$ cat config.mk
export PLATFORM = sky130hd
export DESIGN_NAME = aabb_pair_overlap_scan_core
export DESIGN_NICKNAME = d
export VERILOG_FILES = /design/src/design/aops_pkg.sv /design/src/design/aabb_pair_overlap_scan_core.sv /design/src/design/aops_ram.sv /design/src/design/aops_ctrl.sv /design/src/design/aops_dp.sv
export SDC_FILE = /design/constraint.sdc
export NUM_CORES = 2
export LEC_CHECK = 0
export ABC_AREA = 1
export BUFFER_PORTS_ARGS = -buffer_cell sky130_fd_sc_hd__buf_2
export CAP_MARGIN = 5
export CORE_ASPECT_RATIO = 0.6
export CORE_MARGIN = 2
export CORE_UTILIZATION = 49
export DETAILED_ROUTE_END_ITERATION = 8
export GPL_TIMING_DRIVEN = 1
export PLACE_DENSITY = 0.63
export SYNTH_ARGS = -nofsm -noshare
export SYNTH_HDL_FRONTEND = slang
export SYNTH_HIERARCHICAL = 1
export SYNTH_SLANG_ARGS = --single-unit
$ cat constraint.sdc
create_clock -name clk -period 19.4 [get_ports clk]
set_clock_uncertainty 0.1 [all_clocks]
set_input_delay 3.88 -clock clk [delete_from_list [all_inputs] [get_ports clk]]
set_output_delay 3.88 -clock clk [all_outputs]
set_load 0.03 [all_outputs]
$ cat src/design/aops_pkg.sv
`timescale 1ns / 1ps

package aops_pkg;

  localparam int SLOTS       = 16;
  localparam int SLOT_W      = 4;
  localparam int ADDR_W      = $clog2(SLOTS);
  localparam int MAX_RESULTS = 15;
  localparam int CNT_W       = $clog2(MAX_RESULTS + 1);
  localparam int EDGE_W      = 34;
  localparam int FRAC_W      = 12;
  localparam int ID_W        = 16;

  localparam logic KIND_LOAD = 1'b0;
  localparam logic KIND_SCAN = 1'b1;

  typedef struct packed {
    logic               kind;
    logic [SLOT_W-1:0]  slot;
    logic [15:0]        entity_id;
    logic signed [31:0] pos_x;
    logic signed [31:0] pos_y;
    logic signed [15:0] offset_x;
    logic signed [15:0] offset_y;
    logic [15:0]        box_width;
    logic [15:0]        box_height;
  } in_item_t;

  typedef struct packed {
    logic        hit;
    logic [15:0] first_entity;
    logic [15:0] second_entity;
    logic        last;
  } out_item_t;

  // One table row as stored in the box memory.
  typedef struct packed {
    logic [ID_W-1:0]          id;
    logic signed [EDGE_W-1:0] left;
    logic signed [EDGE_W-1:0] right;
    logic signed [EDGE_W-1:0] top;
    logic signed [EDGE_W-1:0] bottom;
  } entry_t;

  localparam int ENTRY_W = $bits(entry_t);

  typedef struct packed {
    logic capture;
    logic calc;
    logic write;
    logic lat_row;
    logic scan;
    logic finish;
  } ctrl_cmd_t;

  typedef struct packed {
    logic is_load;
    logic row_occ;
    logic row_last;
    logic idx_last;
    logic hit_now;
    logic cnt_full;
  } ctrl_sts_t;

endpackage

$ cat src/design/aabb_pair_overlap_scan_core.sv
`timescale 1ns / 1ps

// Box table with a pairwise overlap scan.
// Input beats use a start/busy handshake: a beat is taken at a clock edge
// where start is high and busy is low. A load beat writes one table slot with
// the owner id and the box corners built from the 20.12 anchor and the integer
// offset and size. A scan beat compares one row against every later occupied
// slot and reports up to MAX_RESULTS strict overlaps as result beats, in slot
// order, with last set on the final one; a scan without hits, and every
// load, gives a single result beat with hit low and last high.
// Result beats appear on out_item for one cycle, flagged by out_valid. The
// receiver cannot stall, so there is no backpressure on this side.
// Steps: a load passes dispatch and write; a scan of an occupied row passes
// dispatch, row latch, a scan of the later slots and finish, reading the
// box memory one slot per cycle via its single read port; an empty row goes
// from dispatch to finish. Busy falls in the cycle that presents the final
// result beat, so the next beat can be accepted at the edge that ends it.
// Reset (synchronous, active low) marks every slot empty; the stored corners
// are not cleared and are only ever used for occupied slots.
module aabb_pair_overlap_scan_core
  import aops_pkg::*;
(
  input  logic      clk,
  input  logic      rst_n,
  input  logic      start,
  output logic      busy,
  input  in_item_t  in_item,
  output logic      out_valid,
  output out_item_t out_item
);

  ctrl_cmd_t cmd;
  ctrl_sts_t sts;

  // The controller sequences load and scan steps; the datapath holds the
  // table, the row under test and the held-back hit.
  aops_ctrl u_ctrl (
    .clk   (clk),
    .rst_n (rst_n),
    .start (start),
    .sts   (sts),
    .cmd   (cmd),
    .busy  (busy)
  );

  aops_dp u_dp (
    .clk       (clk),
    .rst_n     (rst_n),
    .in_item   (in_item),
    .cmd       (cmd),
    .sts       (sts),
    .out_valid (out_valid),
    .out_item  (out_item)
  );

  // Every result beat is produced by work already under way.
  a_out_from_work: assert property (@(posedge clk) disable iff (!rst_n)
    out_valid |-> $past(busy))
    else $error("result beat without an item in flight");

  // An accepted beat keeps the block busy in the following cycle.
  a_busy_after_accept: assert property (@(posedge clk) disable iff (!rst_n)
    (start && !busy) |=> busy)
    else $error("busy not raised after accept");

  // A reported pair always names an occupied row.
  a_hit_has_owner: assert property (@(posedge clk) disable iff (!rst_n)
    (out_valid && out_item.hit) |-> (out_item.first_entity != '0))
    else $error("hit reported for an empty row");

  // A no-hit result is always the only and final one.
  a_nohit_last: assert property (@(posedge clk) disable iff (!rst_n)
    (out_valid && !out_item.hit) |-> out_item.last)
    else $error("no-hit result without last");

  // Nothing follows the final result of an item in the next cycle.
  a_quiet_after_last: assert property (@(posedge clk) disable iff (!rst_n)
    (out_valid && out_item.last) |=> !out_valid)
    else $error("result beat right after last");

endmodule

$ cat src/design/aops_ram.sv
`timescale 1ns / 1ps

module aops_ram #(
  parameter int WIDTH = 8,
  parameter int DEPTH = 16
) (
  input  logic                     clk,
  input  logic                     we,
  input  logic [$clog2(DEPTH)-1:0] waddr,
  input  logic [WIDTH-1:0]         wdata,
  input  logic [$clog2(DEPTH)-1:0] raddr,
  output logic [WIDTH-1:0]         rdata
);

  logic [WIDTH-1:0] mem_r [DEPTH];
  logic [WIDTH-1:0] rdata_r;

  always_ff @(posedge clk) begin
    if (we) begin
      mem_r[waddr] <= wdata;
    end
    rdata_r <= mem_r[raddr];
  end

  assign rdata = rdata_r;

endmodule

$ cat src/design/aops_ctrl.sv
`timescale 1ns / 1ps

module aops_ctrl
  import aops_pkg::*;
(
  input  logic      clk,
  input  logic      rst_n,
  input  logic      start,
  input  ctrl_sts_t sts,
  output ctrl_cmd_t cmd,
  output logic      busy
);

  typedef enum logic [2:0] {
    S_IDLE,
    S_DISPATCH,
    S_WRITE,
    S_ROWLAT,
    S_SCAN,
    S_FIN
  } state_t;

  state_t state_r, state_nxt;

  always_comb begin
    state_nxt = state_r;
    cmd       = '0;
    case (state_r)
      S_IDLE: begin
        cmd.capture = start;
        if (start) begin
          state_nxt = S_DISPATCH;
        end
      end
      S_DISPATCH: begin
        // The row read is issued here by default addressing.
        if (sts.is_load) begin
          cmd.calc  = 1'b1;
          state_nxt = S_WRITE;
        end else if (sts.row_occ) begin
          state_nxt = S_ROWLAT;
        end else begin
          state_nxt = S_FIN;
        end
      end
      S_WRITE: begin
        cmd.write = 1'b1;
        state_nxt = S_IDLE;
      end
      S_ROWLAT: begin
        cmd.lat_row = 1'b1;
        state_nxt   = sts.row_last ? S_FIN : S_SCAN;
      end
      S_SCAN: begin
        cmd.scan = 1'b1;
        if (sts.idx_last || (sts.hit_now && sts.cnt_full)) begin
          state_nxt = S_FIN;
        end
      end
      S_FIN: begin
        cmd.finish = 1'b1;
        state_nxt  = S_IDLE;
      end
      default: begin
        state_nxt = S_IDLE;
      end
    endcase
  end

  always_ff @(posedge clk) begin
    if (!rst_n) begin
      state_r <= S_IDLE;
    end else begin
      state_r <= state_nxt;
    end
  end

  assign busy = (state_r != S_IDLE);

endmodule

$ cat src/design/aops_dp.sv
`timescale 1ns / 1ps

module aops_dp
  import aops_pkg::*;
(
  input  logic      clk,
  input  logic      rst_n,
  input  in_item_t  in_item,
  input  ctrl_cmd_t cmd,
  output ctrl_sts_t sts,
  output logic      out_valid,
  output out_item_t out_item
);

  in_item_t                 item_r;
  entry_t                   row_r;
  logic signed [EDGE_W-1:0] left_r, top_r;
  logic [SLOTS-1:0]         occ_r;
  logic [ADDR_W-1:0]        idx_r, rd_addr;
  logic [ID_W-1:0]          pend_id_r;
  logic                     pend_v_r;
  logic [CNT_W-1:0]         cnt_r;
  logic                     out_valid_r, out_valid_nxt;
  out_item_t                out_item_r, out_item_nxt;
  entry_t                   wr_entry, rd_entry;
  logic [ENTRY_W-1:0]       rd_bits;
  logic [ADDR_W-1:0]        wr_addr;
  logic                     overlap;

  assign wr_addr = item_r.slot[ADDR_W-1:0];

  always_comb begin
    case ({cmd.lat_row, cmd.scan})
      2'b10:   rd_addr = wr_addr + ADDR_W'(1);
      2'b01:   rd_addr = idx_r + ADDR_W'(1);
      default: rd_addr = wr_addr;
    endcase
  end

  always_comb begin
    wr_entry.id     = item_r.entity_id;
    wr_entry.left   = left_r;
    wr_entry.right  = left_r + $signed({6'b0, item_r.box_width, {FRAC_W{1'b0}}});
    wr_entry.top    = top_r;
    wr_entry.bottom = top_r + $signed({6'b0, item_r.box_height, {FRAC_W{1'b0}}});
  end

  aops_ram #(
    .WIDTH (ENTRY_W),
    .DEPTH (SLOTS)
  ) u_ram (
    .clk   (clk),
    .we    (cmd.write),
    .waddr (wr_addr),
    .wdata (wr_entry),
    .raddr (rd_addr),
    .rdata (rd_bits)
  );

  assign rd_entry = entry_t'(rd_bits);

  assign overlap = ($signed(row_r.left)   < $signed(rd_entry.right))  &&
                   ($signed(row_r.right)  > $signed(rd_entry.left))   &&
                   ($signed(row_r.top)    < $signed(rd_entry.bottom)) &&
                   ($signed(row_r.bottom) > $signed(rd_entry.top));

  always_comb begin
    sts.is_load  = (item_r.kind == KIND_LOAD);
    sts.row_occ  = occ_r[wr_addr];
    sts.row_last = (wr_addr == ADDR_W'(SLOTS - 1));
    sts.idx_last = (idx_r == ADDR_W'(SLOTS - 1));
    sts.hit_now  = occ_r[idx_r] && overlap;
    sts.cnt_full = (cnt_r == CNT_W'(MAX_RESULTS - 1));
  end

  // A hit is held back until the next hit or the finish step, so that the final one can carry last.
  always_comb begin
    out_valid_nxt = 1'b0;
    out_item_nxt  = '0;
    out_item_nxt.last = 1'b1;
    if (cmd.write) begin
      out_valid_nxt = 1'b1;
    end else if (cmd.finish) begin
      out_valid_nxt              = 1'b1;
      out_item_nxt.hit           = pend_v_r;
      out_item_nxt.first_entity  = pend_v_r ? row_r.id : '0;
      out_item_nxt.second_entity = pend_v_r ? pend_id_r : '0;
    end else if (cmd.scan && sts.hit_now && pend_v_r) begin
      out_valid_nxt              = 1'b1;
      out_item_nxt.hit           = 1'b1;
      out_item_nxt.first_entity  = row_r.id;
      out_item_nxt.second_entity = pend_id_r;
      out_item_nxt.last          = 1'b0;
    end
  end

  always_ff @(posedge clk) begin
    if (!rst_n) begin
      occ_r       <= '0;
      pend_v_r    <= 1'b0;
      cnt_r       <= '0;
      out_valid_r <= 1'b0;
    end else begin
      out_valid_r <= out_valid_nxt;
      if (cmd.write) begin
        occ_r[wr_addr] <= (item_r.entity_id != '0);
      end
      if (cmd.capture) begin
        pend_v_r <= 1'b0;
        cnt_r    <= '0;
      end else if (cmd.scan && sts.hit_now) begin
        pend_v_r <= 1'b1;
        cnt_r    <= cnt_r + CNT_W'(1);
      end
    end
  end

  always_ff @(posedge clk) begin
    idx_r      <= rd_addr;
    out_item_r <= out_item_nxt;
    if (cmd.capture) begin
      item_r <= in_item;
    end
    if (cmd.calc) begin
      left_r <= $signed({{2{item_r.pos_x[31]}}, item_r.pos_x}) +
                $signed({{6{item_r.offset_x[15]}}, item_r.offset_x, {FRAC_W{1'b0}}});
      top_r  <= $signed({{2{item_r.pos_y[31]}}, item_r.pos_y}) +
                $signed({{6{item_r.offset_y[15]}}, item_r.offset_y, {FRAC_W{1'b0}}});
    end
    if (cmd.lat_row) begin
      row_r <= rd_entry;
    end
    if (cmd.scan && sts.hit_now) begin
      pend_id_r <= rd_entry.id;
    end
  end

  assign out_valid = out_valid_r;
  assign out_item  = out_item_r;

endmodule
# --- Word-level counts from Yosys, hierarchy flattened ---
# Memories as Yosys holds them, arrays and structs flattened. A register that Yosys moved wholly into a read port is not among the register bits.
# Cells that the tools add are included.
op_classes:
  add_sub_neg: 7
  bitwise: 1
  n_eq_ne: 12
  order_cmp: 7
  n_reduce_logical: 15
  n_mux: 30
op_table:
  columns: ["op", "count"]
  rows:
  - ["34-bit by 29-bit adder with 34-bit output", 2]
  - ["34-bit > comparator", 2]
  - ["34-bit less-than comparator", 2]
  - ["32-bit by 28-bit adder with 33-bit output", 2]
  - ["34-bit 2-to-1 mux", 1]
  - ["33-bit 2-to-1 mux", 1]
  - ["16-bit 2-to-1 mux", 2]
  - ["16-bit bitwise mux", 1]
  - ["1-bit 2-to-1 mux", 16]
  - ["16-bit nonzero test", 1]
  - ["4-bit by 1-bit adder with 4-bit output, second input constant", 3]
  - ["4-bit equality test, second input constant", 3]
  - ["3-bit 2-to-1 mux", 4]
  - ["3-bit one-hot mux with 4 select lines", 1]
  - ["4-bit by 5-bit less-than comparator with 1-bit output, second input constant", 2]
  - ["1-bit binary-select mux with 4-bit select", 2]
  - ["1-bit logical AND", 8]
  - ["4-bit one-hot mux with 2 select lines", 1]
  - ["3-bit by 2-bit equality test with 1-bit output, second input constant", 2]
  - ["3-bit equality test, second input constant", 2]
  - ["1-bit demux with 4-bit select", 1]
  - ["4-bit by 1-bit >= comparator with 1-bit output, second input constant", 1]
  - ["2-bit OR reduction", 2]
  - ["3-bit by 1-bit equality test with 1-bit output, second input constant", 1]
  - ["other kinds (9)", 9]
word_totals:
  mem_bits_rw: 2432
  out_inout_bits: 36
  elab_cells: 100
  reg_bits: 448
  memories: 1
mem_list:
  columns: ["name", "depth", "width", "rd", "rd_clocked_by_memory_dff", "wr", "line", "rtl"]
  rows:
  - ["u_dp.u_ram.mem_r", 16, 152, 1, 1, 1, "aops_ram.sv:15", "logic [WIDTH-1:0] mem_r [DEPTH];"]

# --- Depth between registers and ports, before layout ---
logic_depth:
  depth_word: 10
  ltp_mapped: 22
  depth_no_buf: 22

# --- Cells and area by module ---
# Netlist, hierarchy kept.
modules_own_cells:
  columns: ["mod", "cells_each", "instances", "area_per_inst_um2"]
  rows:
  - ["aops_ram", 9219, 1, 103930.9]
  - ["aops_dp", 1878, 1, 21076.5]
  - ["aops_ctrl", 34, 1, 196.4]

# --- Least setup slack after synthesis ---
# Ideal clock, no wire load.
synth_timing:
  path_type: "input to register"
  startpoint: "input start"
  endpoint: "register u_dp.cnt_r[2]"
  arrival_ns: 10.880
  t_required_ns: 19.173
  path_buffers: 0
  path_slack_ns: 8.293
  path_stages: 5
  cell_sequence: "inv_1 -> nor2_1 -> nor2_1 -> inv_1 -> a21oi_1"
synth_lines:
  columns: ["item", "line", "rtl"]
  rows:
  - ["start: declaration", "aabb_pair_overlap_scan_core.sv:25", "input logic start,"]
  - ["end signal: assignment", "aops_dp.sv:113", "cnt_r <= cnt_r + CNT_W'(1);"]
  - ["end: declaration", "aops_dp.sv:22", "logic [CNT_W-1:0] cnt_r;"]

==> qor.yml <==
route.detailed.drc: 0
max_slew_margin_pct: 14.7
cts.sinks: 3030
r2r-end: "u_dp/u_ram/rdata[34]"
grt_max_degree: 223
finalCritPeriodShare_pct: 41.0
hp-start: "u_dp/u_ram/rdata[22]"
critical_path_required_ps: 20080
synth-warning-count: 6
wl_per_cell_um: 22.2
dieArea_um2: 260000
clockBufferDepth: 4
wl_um: 330000
grt_pass1_wl_um: 492000
worstSetupStartpointType: "register"
min_period_ps: 7950
arrival_ps: 8620
worstHoldEndpoint: "u_dp/row_r[22]"
yosys-mux-area-fraction_pct: 0
cts-hold-fix-buffers: 0
stdcell_area_um2: 139000
vias_per_cell: 5.45
core_um2: 254000
use_met2_pct: 38.2
synthSimpleGateAreaFrac_pct: 19.0
fp-row-count: 143
syn_area_um2: 125000
yosysSeqAreaShare_pct: 71.0
track_usage_pct: 25.0
postCtsSetupBuffers: 0
vias: 81100
end_kind: "register"
max_cap_viol_count: 0
synthFlopType: "edfxtp_1"
antenna_found_initial: 12
final_common_cell: "nand2_1"
overflow: 0
p_leak_nw: 55.8
dpl-instance-area_um2: 129000
synth_top_family_by_area: "simple AND/OR/NAND/NOR gates"
clk_latency_ps: 860
setup_viol: 0
synth-edff-count: 2815
multi_input_area_um2: 29000
fin_tns_setup_ps: 0
reg2reg_slack_ps: 11450
area.sequential_um2: 88800
initial_core_util_pct: 49.3
grtUsageMet3_pct: 4.05
antenna_left: 0
die_y_um: 396
clk_pin_slew_ps: 70
synthAdderAreaFrac_pct: 2.16
criticalPathCategory: "reg2reg"
die_x_um: 657
worst_pin_slew_ps: 1270
synthCells: 11100
place_congestion: 0.868
final_cell_mix: "3,685 x nand2_1, 2,815 x edfxtp_1, 1,768 x nand3_1, 1,309 x inv_1, 298 x clkbuf_16"
grt_pass1_vias: 77100
synth_nets: 11500
synth.distinct_cells: 42
ys_ff_latch: 3030
worst-path-max-fanout: 222
ir_drop_uv: 84.0
synth_compound_area_share_pct: 1.24
holdPathStages: 0
status: "finished clean"
dr.pass1.iters: 7
tritoncts: "yes"
r2r_cells: 18
rr_startpoint: "u_ctrl/state_r[0]"
ys_async_sr_fraction_pct: 0
max_freq_mhz: 126
synth.avg_cell_area_um2: 11.2
drtIter0Drc: 10100
drive_above_1_share_pct: 7.18
nets: 11600
maxSlewViolCount: 0
h-tree-depth: 5
synthXorXnorAreaFrac_pct: 0.525
io_pins: 188
fill_cells: 21300
cts_resized: 0
power_density_nw_per_um2: 120
numPortBuffers: 187
rsz0062_at_grt: "false"
clock-root-buffer: "clkbuf_16"
hpwl_um: 168000
top_usage_layer: "met2"
area.growth.synth_to_final_pct: 10.6
hp-class: "reg2reg"
use_met1_pct: 37.6
hold_viol_final: 0
cts_inserted_buffers: 288
report_power, final:
group	internal [mW]	switching (mW)
clock	3.20	2.43
combinational	0.817	2.13
sequential	7.68	0.339
worst max-delay path: stages, from the launching register on:
cell and delay [ps]:
dfxtp_1 460, nand3_1 240, inv_8 680, inv_1 100, ha_1 300, o21ai_0 510, o21ai_4 90, buf_12 310
inv_16 590, buf_4 800, buf_4 800, buf_4 860, buf_4 850, nand2_1 140, nand2_1 130, nand2_1 70
nand3_1 110, nand3_1 110, nand2_1 120
worst max path at each step:
| stage | from | slack [ps] | to | cells after the start |
|---|---|---|---|---|
| 3_3_place_gp | u_ctrl/state_r[0] | 11850 | u_dp/u_ram/rdata[40] | 17 |
| 5_1_grt | u_ctrl/state_r[0] | 10970 | u_dp/u_ram/rdata[34] | 18 |
| 4_1_cts | u_ctrl/state_r[0] | 11480 | u_dp/u_ram/rdata[34] | 18 |
| 6_report | u_ctrl/state_r[0] | 11450 | u_dp/u_ram/rdata[34] | 18 |
| 3_5_place_dp | u_ctrl/state_r[0] | 11500 | u_dp/u_ram/rdata[34] | 18 |
| 2_1_floorplan | start | 8290 | u_dp/cnt_r[2] | 5 |
registers in the layout, summed over array words and instances (netlist names), 4 cells and up:
register and cells:
u_dp/u_ram/mem_r 2432, u_dp/row_r 152, u_dp/u_ram/rdata 152, u_dp/item_r 145, u_dp/out_item 34, u_dp/left_r 33
u_dp/top_r 33, u_dp/occ_r 16, u_dp/pend_id_r 16, u_dp/cnt_r 4, u_dp/idx_r 4, u_dp/wr_addr 4
Yosys cell counts, drive strengths merged (8+ instances only):
| master | instances | area [um^2] |
|---|---|---|
| nor3 | 11 | 55.1 |
| edfxtp | 2815 | 84500 |
| buf | 396 | 2240 |
| o21ai | 82 | 410 |
| or2 | 24 | 150 |
| ha | 210 | 2630 |
| a21o | 9 | 67.6 |
| nand3 | 1768 | 8850 |
| xnor2 | 31 | 272 |
| nand2 | 3690 | 13900 |
| a21oi | 167 | 836 |
| dfxtp | 215 | 4300 |
| nor2 | 153 | 604 |
| xor2 | 44 | 385 |
| nand4 | 30 | 203 |
| inv | 1317 | 4950 |
| clkbuf | 115 | 432 |
| o22ai | 8 | 50.1 |
cell families (layout without fill, tap and decap cells):
group | count (synthesis) | count (layout)
XOR/XNOR | 75 | 75
AO/OA/AOI/OAI | 291 | 291
AND/OR/NAND/NOR | 5692 | 5692
flip-flops | 3030 | 3030
buffers and inverters | 1829 | 2158
other | 0 | 3
adder cells (fa/ha/maj) | 214 | 214
per-layer routing:
metal,vias up,wire length (um)
li1,37400,-
met1,39700,148000
met2,3508,145000
met3,496,30000
met4,2,7240
met5,-,13
stage by stage:
step | power (mW) | utilization, % | setup WS (ps) | hold WS [ps] | instances
6_report | 16.6 | 54.6 | 11450 | 319 | 14900
5_1_grt | 17.3 | 54.6 | 10970 | 332 | 14900
4_1_cts | 16.6 | 54.6 | 11480 | 321 | 14900
3_5_place_dp | 11.0 | 50.9 | 11500 | 305 | 14300
3_3_place_gp | 11.0 | 50.9 | 11850 | 307 | 14300
2_1_floorplan | 9.97 | - | 8290 | 296 | 11100
area by class of cell:
type,count,share of cell area (%)
inverter,1318,3.61
multi-input combinational,6272,21.0
clock buffer,394,5.84
antenna,3,0.00542
timing repair buffer,319,1.52
tap,3407,3.08
sequential,3030,64.1
clock inverter,127,0.857
No activity file was read; power rests on OpenSTA's default activity.
